File: src/rtl/dtpp_pkg.sv
// Shared types and constants for the date text parser.
// Beat structs, field phase codes, limits and the month length table.
// No dependencies.
package dtpp_pkg;

    localparam logic [7:0]  ASCII_ZERO = 8'd48;
    localparam logic [7:0]  ASCII_NINE = 8'd57;
    localparam logic [7:0]  ASCII_DASH = 8'd45;

    localparam logic [13:0] YEAR_MAX   = 14'd8000;
    localparam logic [13:0] YEAR_SAT   = 14'd8001;
    localparam logic [3:0]  MONTH_SAT  = 4'd13;
    localparam logic [5:0]  DAY_SAT    = 6'd32;
    localparam logic [3:0]  MONTH_LAST = 4'd12;
    localparam logic [3:0]  MONTH_FEB  = 4'd2;
    localparam logic [5:0]  DAY_LEAP   = 6'd29;

    localparam logic [8:0]  YEAR_SLOT  = 9'd372;
    localparam logic [4:0]  MONTH_SLOT = 5'd31;

    localparam int unsigned DATE_W = 22;
    localparam logic [DATE_W-1:0] DATE_MAX = 22'd2976371;

    typedef enum logic [1:0] {
        PH_YEAR  = 2'd0,
        PH_MONTH = 2'd1,
        PH_DAY   = 2'd2
    } t_phase;

    typedef struct packed {
        logic [7:0] ch;
        logic       last;
    } t_in_beat;

    typedef struct packed {
        logic              valid_res;
        logic [DATE_W-1:0] date_value;
    } t_out_beat;

    // Fields of one finished date text, held for the check stage
    typedef struct packed {
        t_phase      phase;
        logic        bad;
        logic [13:0] year;
        logic [3:0]  month;
        logic [5:0]  day;
        logic [3:0]  yd3;
        logic [3:0]  yd2;
        logic [3:0]  yd1;
        logic [3:0]  yd0;
    } t_chk;

    function automatic logic [5:0] month_len(input logic [3:0] month);
        logic [5:0] len;
        case (month)
            4'd1, 4'd3, 4'd5, 4'd7, 4'd8, 4'd10, 4'd12: len = 6'd31;
            4'd4, 4'd6, 4'd9, 4'd11:                     len = 6'd30;
            4'd2:                                        len = 6'd29;
            default:                                     len = 6'd0;
        endcase
        return len;
    endfunction

endpackage

File: src/rtl/date_text_parse_pack.sv
// Top level of the streaming year-month-day date parser.
// Depends on dtpp_pkg for beat structs, phase codes and limits.
//
// Takes one character beat per cycle, with no gaps needed, unless stalled. Each
// accepted beat updates the year, month or day accumulator of its field.
// The beat marked last is captured into a check register; once the output
// register is free, the range, month length and leap year checks and the
// packed value year*372 + (month-1)*31 + (day-1) land in the output register.
// The input keeps accepting while a result waits, and stalls only when both
// the check and output registers are full and i_out_ready is low.
module date_text_parse_pack (
    input  logic                i_clk,
    input  logic                i_rst_n,
    input  logic                i_in_valid,
    output logic                o_in_ready,
    input  dtpp_pkg::t_in_beat  i_in_data,
    output logic                o_out_valid,
    input  logic                i_out_ready,
    output dtpp_pkg::t_out_beat o_out_data
);
    import dtpp_pkg::*;

    t_phase      r_phase, n_phase;
    logic        r_bad, n_bad;
    logic [13:0] r_year, n_year;
    logic [3:0]  r_month, n_month;
    logic [5:0]  r_day, n_day;
    logic [3:0]  r_yd3, r_yd2, r_yd1, r_yd0;
    logic [3:0]  n_yd3, n_yd2, n_yd1, n_yd0;

    logic        r_chk_valid;
    t_chk        r_chk, n_chk;
    logic        r_out_valid;
    t_out_beat   r_out, n_out;

    logic        out_free;
    logic        chk_move;
    logic        in_acc;
    logic        is_dash;
    logic        is_digit;
    logic [3:0]  digit;
    logic [16:0] year_mul;
    logic [7:0]  month_mul;
    logic [8:0]  day_mul;

    logic        leap;
    logic        ok;
    logic [1:0]  lo_mod4;
    logic [1:0]  hi_mod4;
    logic [DATE_W-1:0] year_part;
    logic [DATE_W-1:0] month_part;
    logic [DATE_W-1:0] day_part;

    assign out_free   = !r_out_valid || i_out_ready;
    assign chk_move   = r_chk_valid && out_free;
    assign o_in_ready = !r_chk_valid || out_free;
    assign in_acc     = i_in_valid && o_in_ready;

    assign is_dash  = (i_in_data.ch == ASCII_DASH);
    assign is_digit = (i_in_data.ch >= ASCII_ZERO) && (i_in_data.ch <= ASCII_NINE);
    assign digit    = 4'(i_in_data.ch - ASCII_ZERO);

    assign year_mul  = 17'({r_year, 3'b000}) + 17'({r_year, 1'b0}) + 17'(digit);
    assign month_mul = 8'({r_month, 3'b000}) + 8'({r_month, 1'b0}) + 8'(digit);
    assign day_mul   = 9'({r_day, 3'b000}) + 9'({r_day, 1'b0}) + 9'(digit);

    // Absorb one character
    always_comb begin
        n_phase = r_phase;
        n_bad   = r_bad;
        n_year  = r_year;
        n_month = r_month;
        n_day   = r_day;
        n_yd3   = r_yd3;
        n_yd2   = r_yd2;
        n_yd1   = r_yd1;
        n_yd0   = r_yd0;
        if (is_dash) begin
            unique case (r_phase)
                PH_YEAR:  n_phase = PH_MONTH;
                PH_MONTH: n_phase = PH_DAY;
                default:  n_bad   = 1'b1;
            endcase
        end else if (is_digit) begin
            unique case (r_phase)
                PH_YEAR: begin
                    n_year = (year_mul > 17'(YEAR_SAT)) ? YEAR_SAT : year_mul[13:0];
                    n_yd3  = r_yd2;
                    n_yd2  = r_yd1;
                    n_yd1  = r_yd0;
                    n_yd0  = digit;
                end
                PH_MONTH: begin
                    n_month = (month_mul > 8'(MONTH_SAT)) ? MONTH_SAT : month_mul[3:0];
                end
                default: begin
                    n_day = (day_mul > 9'(DAY_SAT)) ? DAY_SAT : day_mul[5:0];
                end
            endcase
        end else begin
            n_bad = 1'b1;
        end
    end

    always_comb begin
        n_chk.phase = n_phase;
        n_chk.bad   = n_bad;
        n_chk.year  = n_year;
        n_chk.month = n_month;
        n_chk.day   = n_day;
        n_chk.yd3   = n_yd3;
        n_chk.yd2   = n_yd2;
        n_chk.yd1   = n_yd1;
        n_chk.yd0   = n_yd0;
    end

    // Below the saturation point the year equals its last four digits
    assign lo_mod4 = 2'({r_chk.yd1[0], 1'b0}) + r_chk.yd0[1:0];
    assign hi_mod4 = 2'({r_chk.yd3[0], 1'b0}) + r_chk.yd2[1:0];
    always_comb begin
        if ((r_chk.yd1 == 4'd0) && (r_chk.yd0 == 4'd0)) begin
            leap = (hi_mod4 == 2'd0);
        end else begin
            leap = (lo_mod4 == 2'd0);
        end
    end

    always_comb begin
        ok = !r_chk.bad && (r_chk.phase == PH_DAY)
             && (r_chk.year <= YEAR_MAX)
             && (r_chk.month >= 4'd1) && (r_chk.month <= MONTH_LAST)
             && (r_chk.day >= 6'd1) && (r_chk.day <= month_len(r_chk.month))
             && !(!leap && (r_chk.month == MONTH_FEB) && (r_chk.day == DAY_LEAP));
    end

    assign year_part  = DATE_W'(r_chk.year[12:0]) * DATE_W'(YEAR_SLOT);
    assign month_part = DATE_W'(r_chk.month - 4'd1) * DATE_W'(MONTH_SLOT);
    assign day_part   = DATE_W'(r_chk.day - 6'd1);

    always_comb begin
        n_out.valid_res  = ok;
        n_out.date_value = ok ? (year_part + month_part + day_part) : '0;
    end

    always_ff @(posedge i_clk) begin
        if (!i_rst_n) begin
            r_phase <= PH_YEAR;
            r_bad   <= 1'b0;
            r_year  <= '0;
            r_month <= '0;
            r_day   <= '0;
            r_yd3   <= '0;
            r_yd2   <= '0;
            r_yd1   <= '0;
            r_yd0   <= '0;
        end else if (in_acc) begin
            if (i_in_data.last) begin
                r_phase <= PH_YEAR;
                r_bad   <= 1'b0;
                r_year  <= '0;
                r_month <= '0;
                r_day   <= '0;
                r_yd3   <= '0;
                r_yd2   <= '0;
                r_yd1   <= '0;
                r_yd0   <= '0;
            end else begin
                r_phase <= n_phase;
                r_bad   <= n_bad;
                r_year  <= n_year;
                r_month <= n_month;
                r_day   <= n_day;
                r_yd3   <= n_yd3;
                r_yd2   <= n_yd2;
                r_yd1   <= n_yd1;
                r_yd0   <= n_yd0;
            end
        end
    end

    always_ff @(posedge i_clk) begin
        if (!i_rst_n) begin
            r_chk_valid <= 1'b0;
            r_out_valid <= 1'b0;
        end else begin
            if (in_acc && i_in_data.last) begin
                r_chk_valid <= 1'b1;
            end else if (chk_move) begin
                r_chk_valid <= 1'b0;
            end
            if (chk_move) begin
                r_out_valid <= 1'b1;
            end else if (i_out_ready) begin
                r_out_valid <= 1'b0;
            end
        end
    end

    always_ff @(posedge i_clk) begin
        if (in_acc && i_in_data.last) begin
            r_chk <= n_chk;
        end
        if (chk_move) begin
            r_out <= n_out;
        end
    end

    assign o_out_valid = r_out_valid;
    assign o_out_data  = r_out;

    a_invalid_zero: assert property (@(posedge i_clk) disable iff (!i_rst_n)
        o_out_valid && !o_out_data.valid_res |-> o_out_data.date_value == '0)
        else $error("invalid result carries a non-zero date value");

    a_value_range: assert property (@(posedge i_clk) disable iff (!i_rst_n)
        o_out_valid && o_out_data.valid_res |-> o_out_data.date_value <= DATE_MAX)
        else $error("packed date out of range");

    a_last_to_chk: assert property (@(posedge i_clk) disable iff (!i_rst_n)
        in_acc && i_in_data.last |=> r_chk_valid)
        else $error("last beat not captured for checking");

    a_clear_after_last: assert property (@(posedge i_clk) disable iff (!i_rst_n)
        in_acc && i_in_data.last |=> r_phase == PH_YEAR && !r_bad && r_year == '0
                                     && r_month == '0 && r_day == '0)
        else $error("parser state not cleared after last beat");

    a_chk_hold: assert property (@(posedge i_clk) disable iff (!i_rst_n)
        r_chk_valid && !out_free |=> r_chk_valid && $stable(r_chk))
        else $error("check register lost while output stalled");

endmodule

File: config.mk
export PLATFORM = sky130hd
export DESIGN_NAME = date_text_parse_pack
export DESIGN_NICKNAME = d
export VERILOG_FILES = /design/src/rtl/dtpp_pkg.sv /design/src/rtl/date_text_parse_pack.sv
export SDC_FILE = /design/constraint.sdc
export NUM_CORES = 1
export LEC_CHECK = 0
export ABC_AREA = 1
export BUFFER_PORTS_ARGS = -buffer_cell sky130_fd_sc_hd__buf_4
export CAP_MARGIN = 20
export CELL_PAD_IN_SITES_DETAIL_PLACEMENT = 1
export CELL_PAD_IN_SITES_GLOBAL_PLACEMENT = 1
export CORE_MARGIN = 2
export CORE_UTILIZATION = 52
export DETAILED_ROUTE_END_ITERATION = 12
export PLACE_DENSITY_LB_ADDON = 0.1
export SLEW_MARGIN = 5
export SYNTH_ARGS = -nofsm -noshare
export SYNTH_HDL_FRONTEND = slang
export SYNTH_SLANG_ARGS = --single-unit
export TNS_END_PERCENT = 10
File: constraint.sdc
create_clock -name i_clk -period 13.7 [get_ports i_clk]
set_input_delay 3.425 -clock i_clk [delete_from_list [all_inputs] [get_ports i_clk]]
set_output_delay 3.425 -clock i_clk [all_outputs]
set_load 0.01 [all_outputs]
=== After elaboration in Yosys (flattened, before gate mapping) ===
Memories as Yosys holds them, arrays and structs flattened. A register that Yosys moved wholly into a read port is not among the register bits.
Index checks and enable logic that the tools add are counted.

* Multipliers: 2
* Eq/ne operators: 5
* Mux-type cells: 44
* Reduce and logical (&&, ||, !) cells: 29
* $add $sub $neg: 13
* Magnitude comparators: 10

{| class="wikitable"
|+ Operators by type and width
! operator !! number
|-
| $mux W4 || 22
|-
| $mux W14 || 5
|-
| $add A22 B22 Y22 || 2
|-
| $mux W6 || 5
|-
| $mul A13 B7 Y20 const B || 1
|-
| $add A17 B15 Y17 || 1
|-
| $add A17 B4 Y17 || 1
|-
| $gt A17 B13 Y1 const B || 1
|-
| $le A14 B13 Y1 const B || 1
|-
| $logic_and A1 B1 Y1 || 14
|-
| $mul A5 B6 Y11 const B || 1
|-
| $add A9 B4 Y9 || 1
|-
| $add A9 B7 Y9 || 1
|-
| $gt A9 B6 Y1 const B || 1
|-
| $mux W1 || 9
|-
| $add A7 B5 Y8 || 1
|-
| $add A8 B4 Y8 || 1
|-
| $eq A8 B6 Y1 const B || 1
|-
| $ge A8 B6 Y1 const B || 1
|-
| $gt A8 B4 Y1 const B || 1
|-
| $le A8 B6 Y1 const B || 1
|-
| $logic_not A4 Y1 || 2
|-
| $sub A6 B1 Y7 const B || 1
|-
| $eq A6 B5 Y1 const B || 1
|-
| 17 further kinds || 27
|}

* Bits in read-only memories: 80
* Word-level logic and storage cells: 126
* Memories kept: 1
* Output and inout port bits: 25
* Flip-flop bits (word level): 106
* Input port bits: 13

{| class="wikitable"
|+ Memory list
! memory !! depth !! width !! rd ports !! clocked after Yosys merged registers in !! write ports !! line !! RTL
|-
| (name not given) || 16 || 5 || 1 || 1 || 0 || dtpp_pkg.sv:55 || <nowiki>case (month)</nowiki>
|}

=== Longest topological paths before layout ===
* Depth in word-level cells: 8
* Depth in mapped cells: 37

=== Least setup slack after synthesis ===
OpenSTA, ideal clock, no wires.

* Path type: input port to output port
* Start point: input i_out_ready
* End point: output o_in_ready
* Path slack: 6555 ps
* Buffers on the path: 0
* Stages on the path: 4
* Arrival: 3720 ps
* Path through: inv_1 nand2_1 nor2_1 inv_1

* Word-level cells in the longest chain between the ends: 2

{| class="wikitable"
|+ RTL lines
! what !! line !! RTL
|-
| from (decl) || date_text_parse_pack.sv:18 || <nowiki>input logic i_out_ready,</nowiki>
|-
| $logic_or A1 B1 Y1 || date_text_parse_pack.sv:54 || <nowiki>assign out_free = !r_out_valid || i_out_ready;</nowiki>
|-
| $logic_or A1 B1 Y1 || date_text_parse_pack.sv:56 || <nowiki>assign o_in_ready = !r_chk_valid || out_free;</nowiki>
|-
| to (decl) || date_text_parse_pack.sv:15 || <nowiki>output logic o_in_ready,</nowiki>
|}

Every way passes these cells.

=== Worst setup path after layout ===
Same ends and word-level chain as after synthesis.

==> impl_metrics.tcl <==
set metrics [dict create \
    tns_ps 0 \
    die_w_microns 148 \
    gp_congestion 0.859 \
    clk_pin_slew_ps 70 \
    hold_class "reg -> reg" \
    rr_endpoint "o_out_data[21]" \
    final_common_cell "nand2_1" \
    ys_async_sr_fraction_pct 0 \
    synth_seq_cells 104 \
    dp_hpwl_mm 22.2 \
    htree_levels 3 \
    routed_via_density 5.37 \
    grt_pass1_vias 9970 \
    hold_depth 2 \
    grt_max_degree 40 \
    post-cts-setup-buffers 0 \
    cts_tree "built" \
    status "complete, no violations" \
    wl_per_cell_microns 16.1 \
    cp.required_ps 10270 \
    fin_util_pct 57.1 \
    finalCritPeriodShare_pct 54.3 \
    drive_above_1_share_pct 7.26 \
    period_needed_ps 7430 \
    path_cells "buf_4 -> inv_1 -> nand2_1 -> nor2_1 -> inv_1 -> buf_4" \
    synth_edf_count 61 \
    syn2layout_area_growth_pct 7.85 \
    cts.hold.buffers_added 0 \
    ios 38 \
    synth_nets 1634 \
    grt-ovfl-total 0 \
    antenna_cells 0 \
    yosys_warnings 0 \
    grt_pass1_wl_mm 46.8 \
    cp_max_fo 3 \
    critPathKind "in -> out" \
    synth_flop_cell "edfxtp_1" \
    rsz0062_at_grt "false" \
    antenna_left 0 \
    clock_skew_ps 15.3 \
    ys_seq_area_share_pct 25.0 \
    postLayoutSetupSlackWorst_ps 6270 \
    fmax_mhz 135 \
    hold_viol 0 \
    rows 52 \
    crit_slowest_cell "buf_4" \
    drv_slew 0 \
    nets 1669 \
    initial_utilization_pct 53.0 \
    setup-violations-final 0 \
    wl_mm 27.6 \
    io_buffers 37 \
    critPathLaunchType "input pin" \
    clk_latency_ps 370 \
    crit_start "i_out_ready" \
    firstDrtPassIters 5 \
    power_density_nw_per_um2 106 \
    ctsRootBufferMaster "clkbuf_16" \
    tightest_slew_ps 517 \
    post_cts_resized 0 \
    cp-end-kind "output pin" \
    rrSetupSlack_ps 7210 \
    core_area_sq_um 20300 \
    r2r_cells 33 \
    cts_buffers 9 \
    syn_inst 1406 \
    slowest_delay_ps 140 \
    antenna_found_initial 0 \
    clk_path_buf_depth 2 \
    die_h_microns 148 \
    cap_violations 0 \
    vias 9219 \
    vdd_ir_drop_max_mv 0.0604 \
    drcViolationCount 0 \
    min-delay-start "r_yd1[3]" \
    leakagePower_nw 6.05 \
    cts_sinks 104 \
    grt_usage_pct 26.3 \
    dp_slack_ps 6260 \
    slew_headroom_pct 65.5 \
    syn_area_sq_um 10800 \
    drt_iter0_drc 313 \
    synth.avg_cell_area_sq_um 7.65 \
    crit_arrival_ps 4010 \
    reg2reg_from "r_chk[31]" \
    final_cell_mix "nand2_1 (324), inv_1 (273), ha_1 (166), a21oi_1 (104), nor2_1 (85)" \
    die-area_sq_um 21900 \
    hold_end "r_yd1[3]" \
    holdWs_ps 468 \
    ys_types 46 \
]
-- synthesized netlist by cell type, types with 12 or more instances --
cell type / count / area, sq um
nand3_1: 73 / 365
dfxtp_1: 43 / 861
fa_1: 49 / 981
nand4_1: 21 / 131
a21oi_1: 105 / 526
ha_1: 166 / 2080
inv_1: 273 / 1020
nand2_2: 13 / 81.3
nor2_1: 85 / 319
xor2_1: 25 / 219
edfxtp_1: 61 / 1830
o21ai_0: 38 / 190
nand2_1: 324 / 1220
xnor2_1: 12 / 105
-- cell type report --
cell class	instances	area (sq um)
fillers	2650	8700
repair buffers	45	338
inverters	276	1040
well taps	270	338
flip-flops and latches	104	2690
clock buffers	9	225
multi-input cells	1005	6900
clock inverters	7	76.3
-- critical path, delay by kind of cell --
family / cells / cell delay (ps)
buf+inv: 4 / 400
simple gates: 2 / 190
-- worst max path at each step --
| stage | to | slack, ps | cells after the start |
|---|---|---|---|
| after floorplan | o_in_ready | 6560 | 4 |
| after global placement | o_in_ready | 6270 | 6 |
| after detailed placement | o_in_ready | 6260 | 6 |
| after CTS | o_in_ready | 6260 | 6 |
| after global routing | o_in_ready | 6160 | 6 |
| final | o_in_ready | 6270 | 6 |
-- per-stage QoR --
stage | total power, mW | cell area, sq um | cells
after floorplan | 0.807 | 10800 | 1406
after global placement | 0.934 | 11300 | 1700
after detailed placement | 0.960 | 11300 | 1700
after CTS | 1.23 | 11600 | 1716
after global routing | 1.33 | 11600 | 1716
final | 1.23 | 11600 | 1716
-- cell families after synthesis --
family	share of synthesized area, %
AOI/OAI and AO/OA	9.67
xor gates and xnor gates	3.01
adders and majority gates	28.4
buffers and inverters	10.9
DFF	25.0
muxes	0.465
and+or+nand+nor	22.5
-- where the power goes --
group	internal, mW	leakage (nW)	switching, mW	total (mW)
combinational	0.220	4.98	0.394	0.615
clock	0.129	0.140	0.138	0.268
sequential	0.337	0.929	0.00579	0.343
total	0.687	6.05	0.538	1.23
-- registers in the layout, summed over array words and instances, names as in the netlist, named ones only --
register     cells
o_out_valid      1
r_day            6
r_chk           38
r_yd0            4
r_month          4
r_chk_valid      1
r_bad            1
r_yd3            1
r_yd2            2
r_year          14
r_phase          2
o_out_data      23
r_yd1            4
-- routing by layer --
metal | wire length (microns) | part of all wire [%] | global-route usage (%)
met1 | 12000 | 43 | 31.2
met2 | 14500 | 53 | 49.8
met3 | 566 | 2.1 | 3.18
met4 | 580 | 2.1 | 7.52
met5 | 0 | 0 | 0
Note: power is estimated with default switching activity, not from simulation.
